<file path="config.mk">
export PLATFORM = sky130hd
export DESIGN_NAME = racal_cell
export DESIGN_NICKNAME = d
export VERILOG_FILES = /design/src/rtl/racal_pkg.sv /design/src/rtl/racal_cell.sv
export SDC_FILE = /design/constraint.sdc
export NUM_CORES = 1
export LEC_CHECK = 0
export BUFFER_PORTS_ARGS = -buffer_cell sky130_fd_sc_hd__buf_2
export CORE_AREA = 5 5 118 120
export DETAILED_ROUTE_END_ITERATION = 8
export DIE_AREA = 0 0 123 125
export HOLD_SLACK_MARGIN = 0.1
export SLEW_MARGIN = 25
export SYNTH_ARGS = -nofsm -noshare
export SYNTH_HDL_FRONTEND = slang
export SYNTH_SLANG_ARGS = --single-unit
</file>
<file path="constraint.sdc">
create_clock -name clk -period 6.3 [get_ports clk]
set_input_delay 0.945 -clock clk [delete_from_list [all_inputs] [get_ports clk]]
set_output_delay 0.945 -clock clk [all_outputs]
set_load 0.01 [all_outputs]
</file>
<file path="src/rtl/racal_pkg.sv">
// Shared types and codes of the range add / count block.
// No dependencies.
`timescale 1ns / 1ps
package racal_pkg;
	localparam logic [1:0] FUNC_LOAD  = 2'd0;
	localparam logic [1:0] FUNC_ADD   = 2'd1;
	localparam logic [1:0] FUNC_COUNT = 2'd2;
	localparam logic [1:0] FUNC_NONE  = 2'd3;
	localparam int VALUE_W = 32;
	localparam int COUNT_W = 11;
	localparam int LIM_W   = 11;
	typedef logic signed [VALUE_W-1:0] value_t;
	typedef struct packed {
		logic       active;
		logic       do_add;
		logic       do_count;
		value_t     amount;
	} sweep_ctl_t;
endpackage

</file>
<file path="src/rtl/racal_cell.sv">
// One storage cell of the array: holds one element, adds with saturation and compares.
// Its compare bit is handed to the neighbor cell every cycle. Depends on racal_pkg.
`timescale 1ns / 1ps
module racal_cell (
	input  logic                clk,
	input  racal_pkg::sweep_ctl_t ctl,
	input  logic                load_en,
	input  logic                in_range,
	input  racal_pkg::value_t   load_value,
	input  logic                chain_in,
	output logic                chain_out
);
	import racal_pkg::*;
	value_t value_q;
	logic signed [VALUE_W:0] sum;
	value_t sat;
	logic hit;
	logic chain_q;
	assign sum = {value_q[VALUE_W-1], value_q} + {ctl.amount[VALUE_W-1], ctl.amount};
	always_comb begin
		if (sum[VALUE_W] != sum[VALUE_W-1]) begin
			sat = sum[VALUE_W] ? {1'b1, {(VALUE_W-1){1'b0}}} : {1'b0, {(VALUE_W-1){1'b1}}};
		end else begin
			sat = sum[VALUE_W-1:0];
		end
	end
	assign hit = ctl.do_count && in_range && (value_q >= ctl.amount);
	assign chain_out = chain_q;
	always_ff @(posedge clk) begin
		if (load_en) begin
			value_q <= load_value;
		end else if (ctl.active && ctl.do_add && in_range) begin
			value_q <= sat;
		end
	end
	always_ff @(posedge clk) begin
		chain_q <= (ctl.active && ctl.do_count) ? hit : chain_in;
	end
endmodule

</file>
==> impl_metrics.env <==
export IMPL_cpPeakStageDelay_ns=0.67
export IMPL_min_path_type="input port to register"
export IMPL_cpMaxStageDelayCell="o21ai_2"
export IMPL_drtIter0Drc=252
export IMPL_fin_nets=725
export IMPL_critPathTopFamily="simple AND/OR/NAND/NOR gates"
export IMPL_synth_top_family_by_area="compound AO/OA/AOI/OAI gates"
export IMPL_cp_num_buf_inv=2
export IMPL_startpoint_type="input port"
export IMPL_synth_xor_area_share_pct=6.23
export IMPL_start_util_pct=34.0
export IMPL_dp_cells=758
export IMPL_area_delta_synth_final_pct=14.8
export IMPL_critPathMaxFanout=12
export IMPL_rsz0062_at_grt="false"
export IMPL_clock_sinks=33
export IMPL_die_area_um2=15400
export IMPL_clock_latency_ns=0.29
export IMPL_cts_tree="built"
export IMPL_outcome="finished clean"
export IMPL_antenna_found_initial=0
export IMPL_drive_gt1_share_pct=18.1
export IMPL_maxCapViolCount=0
export IMPL_path_clk_slew_ns=0.06
export IMPL_ys_warn_count=0
export IMPL_ios=72
export IMPL_crit_type="input port to register"
export IMPL_finalNonFillerCells=766
export IMPL_cp_data_arrival_time_ns=3.99
export IMPL_die_w_um=123
export IMPL_cts_buffer_depth=2
export IMPL_die_h_um=125
export IMPL_p_leak_nw=2.23
export IMPL_port_buffers=71
export IMPL_drv_slew=0
export IMPL_grt_ovfl_total=0
export IMPL_p_clk_share_pct=19.0
export IMPL_finalHoldViolCount=0
export IMPL_fin_area_um2=5020
export IMPL_first_pass_iters=5
export IMPL_track_usage_pct=17.6
export IMPL_power_share_sequential_pct=21.7
export IMPL_yosysSeqAreaShare_pct=22.4
export IMPL_drt_total_wl_um=13400
export IMPL_fin_tns_setup_ns=0
export IMPL_postSynthAreaPerCell_um2=8.18
export IMPL_clock_fmax_ghz=0.251
export IMPL_root_buffer="clkbuf_16"
export IMPL_postCtsSetupBuffers=0
export IMPL_final_min_clock_period_ns=3.98
export IMPL_synth_seq_cells=33
export IMPL_synth_simple_area_share_pct=14.7
export IMPL_grt_pass1_vias=4243
export IMPL_drc=0
export IMPL_post_dp_cell_area_um2=4850
export IMPL_cts_hold_buf=0
export IMPL_synth_fp_nets=671
export IMPL_wl_per_cell_um=17.5
export IMPL_dpl_hpwl_um=10500
export IMPL_grt_max_degree=27
export IMPL_p_sw_share_pct=44.6
export IMPL_p_comb_share_pct=59.3
export IMPL_core_um2=12900
export IMPL_n_antenna_cell=0
export IMPL_synth_fa_ha_area_share_pct=18.8
export IMPL_utilization_pct=39.0
export IMPL_cts_made_buffers=5
export IMPL_fin_skew_ns=0.00592
export IMPL_setup_viol=0
export IMPL_worst_pin_slew_ns=0.754
export IMPL_htreeDepth=2
export IMPL_ant_nets=0
export IMPL_end_kind="register"
export IMPL_netlist_instances=535
export IMPL_synth_compound_area_share_pct=29.0
export IMPL_gp_congestion=0.855
export IMPL_fin_crit_sh_pct=63.2
export IMPL_switchingPower_mw=0.707
export IMPL_crit_chain="buf_2 -> inv_1 -> ha_1 -> nor4_1 -> and3_1 -> nand3_1 -> nand2_1 -> o21ai_4 -> xor2_2 -> o21ai_2 -> o21ai_1"
export IMPL_dr_total_vias=4100
export IMPL_p_int_mw=0.880
export IMPL_grt_pass1_wl_um=21600
export IMPL_rows=42
export IMPL_synth_edff_count=32
export IMPL_avgViaCountPerCell=5.35
export IMPL_synth_mux_area_share_pct=0.515
export IMPL_synth_flop_cell="edfxtp_1"
export IMPL_ctsResizeCount=0
export IMPL_peakVddDrop_uv=128
export IMPL_relSlewSlack_pct=49.7
export IMPL_p_per_area_nw_per_um2=316
export IMPL_async_flop_share_pct=0
export IMPL_yosys_cell_types_count=65
export IMPL_cp_data_required_time_ns=6.31
export IMPL_syn_area_um2=4380
## worst register-to-register path, delay by kind of cell, from the launching register on
kind / cells / cell delay, ns
flops: 1 / 0.41
compound gates: 3 / 0.96
simple gates: 4 / 1.24
fa+ha+maj: 1 / 0.45
xor+xnor: 1 / 0.28
## metal layers
metal / routed length [um] / GRT usage (%) / vias to the layer above
met3: 612 / 2.62 / 14
li1: - / - / 2050
met2: 6590 / 30.5 / 106
met5: 0 / 0 / -
met4: 195 / 4.23 / 0
met1: 5980 / 22.9 / 1930
## worst paths after layout
check                              from                     to  slack (ns)  depth (start not counted)
setup / recovery                ctl[22]  value_q[18]$_DFFE_PP_        2.32                         11
hold / removal                 chain_in      chain_out$_DFF_P_        0.87                          3
setup reg to reg  value_q[22]$_DFFE_PP_  value_q[18]$_DFFE_PP_        2.69                          9
hold reg to reg   value_q[30]$_DFFE_PP_      chain_out$_DFF_P_        1.00                          6
## cell usage after synthesis, drive strengths merged (3+ instances only)
| master | number | area share (%) |
|---|---|---|
| a2111oi | 5 | 1.4 |
| a211oi | 5 | 0.97 |
| a21o | 9 | 1.5 |
| a21oi | 58 | 6.9 |
| a22o | 14 | 2.8 |
| a31oi | 4 | 0.57 |
| buf | 14 | 1.8 |
| clkbuf | 12 | 1.0 |
| edfxtp | 32 | 22 |
| ha | 64 | 18 |
| inv | 65 | 5.6 |
| nand2 | 30 | 2.6 |
| nand2b | 15 | 2.1 |
| nand3 | 5 | 0.57 |
| nand4 | 8 | 1.1 |
| nor2 | 31 | 2.7 |
| nor2b | 9 | 1.3 |
| nor3 | 6 | 0.69 |
| nor4 | 11 | 1.7 |
| o211ai | 4 | 0.69 |
| o21ai | 44 | 5.5 |
| o21bai | 7 | 1.2 |
| o22a | 7 | 1.4 |
| o311ai | 4 | 0.80 |
| o31ai | 7 | 1.2 |
| or2 | 3 | 0.43 |
| or3 | 3 | 0.43 |
| xnor2 | 27 | 5.8 |
## power by group through the flow
stage | clock, mW | sequential [mW] | combinational, mW
finish | 0.301 | 0.344 | 0.942
global route | 0.313 | 0.350 | 1.05
CTS | 0.305 | 0.345 | 0.934
detailed placement | 0 | 0.348 | 0.929
global placement | 0 | 0.346 | 0.915
floorplan | 0 | 0.335 | 0.722
## per-stage QoR
stage / worst slack [ns] / total power [mW] / hold WS (ns)
after floorplan: 2.87 / 1.06 / 0.868
after global placement: 1.36 / 1.26 / 0.948
after CTS: 2.39 / 1.58 / 0.868
final: 2.32 / 1.59 / 0.871
after detailed placement: 2.09 / 1.28 / 0.976
after global routing: 2.16 / 1.71 / 0.866
## registers in the layout, indices dropped and copies added (netlist names)
signal and count:
chain_out 1, value_q 32
## cells in the final DEF (no fill, tap or decap), types with 7 or more instances in the layout
| cell type | n |
|---|---|
| nor4_1 | 10 |
| inv_1 | 56 |
| edfxtp_1 | 32 |
| nor2b_1 | 9 |
| o21ai_0 | 14 |
| nor2_1 | 31 |
| a21oi_1 | 57 |
| inv_2 | 9 |
| o21bai_1 | 7 |
| buf_2 | 72 |
| a22o_1 | 13 |
| xnor2_1 | 26 |
| a21o_1 | 9 |
| ha_1 | 64 |
| nand4_1 | 8 |
| o21ai_1 | 26 |
| o22a_1 | 7 |
| nand2b_1 | 15 |
| nand2_1 | 30 |
| o31ai_1 | 7 |
## area by class of cell
cell class | count | area, um2
inverter | 65 | 244
tap | 176 | 220
sequential | 33 | 981
multi-input combinational | 411 | 3040
fill | 1348 | 7850
clock buffer | 7 | 143
clock inverter | 1 | 30.0
timing repair buffer | 73 | 368
## logic make-up (layout without fill, tap and decap cells)
kind of cell               count (synthesis)  count (layout)
muxes                                      2               2
and+or+nand+nor                          127             127
xor gates and xnor gates                  29              29
buffers and inverters                     91             146
AOI/OAI and AO/OA                        188             188
DFF                                       33              33
adders and majority gates                 65              65
(Power assumes the default switching activity.)
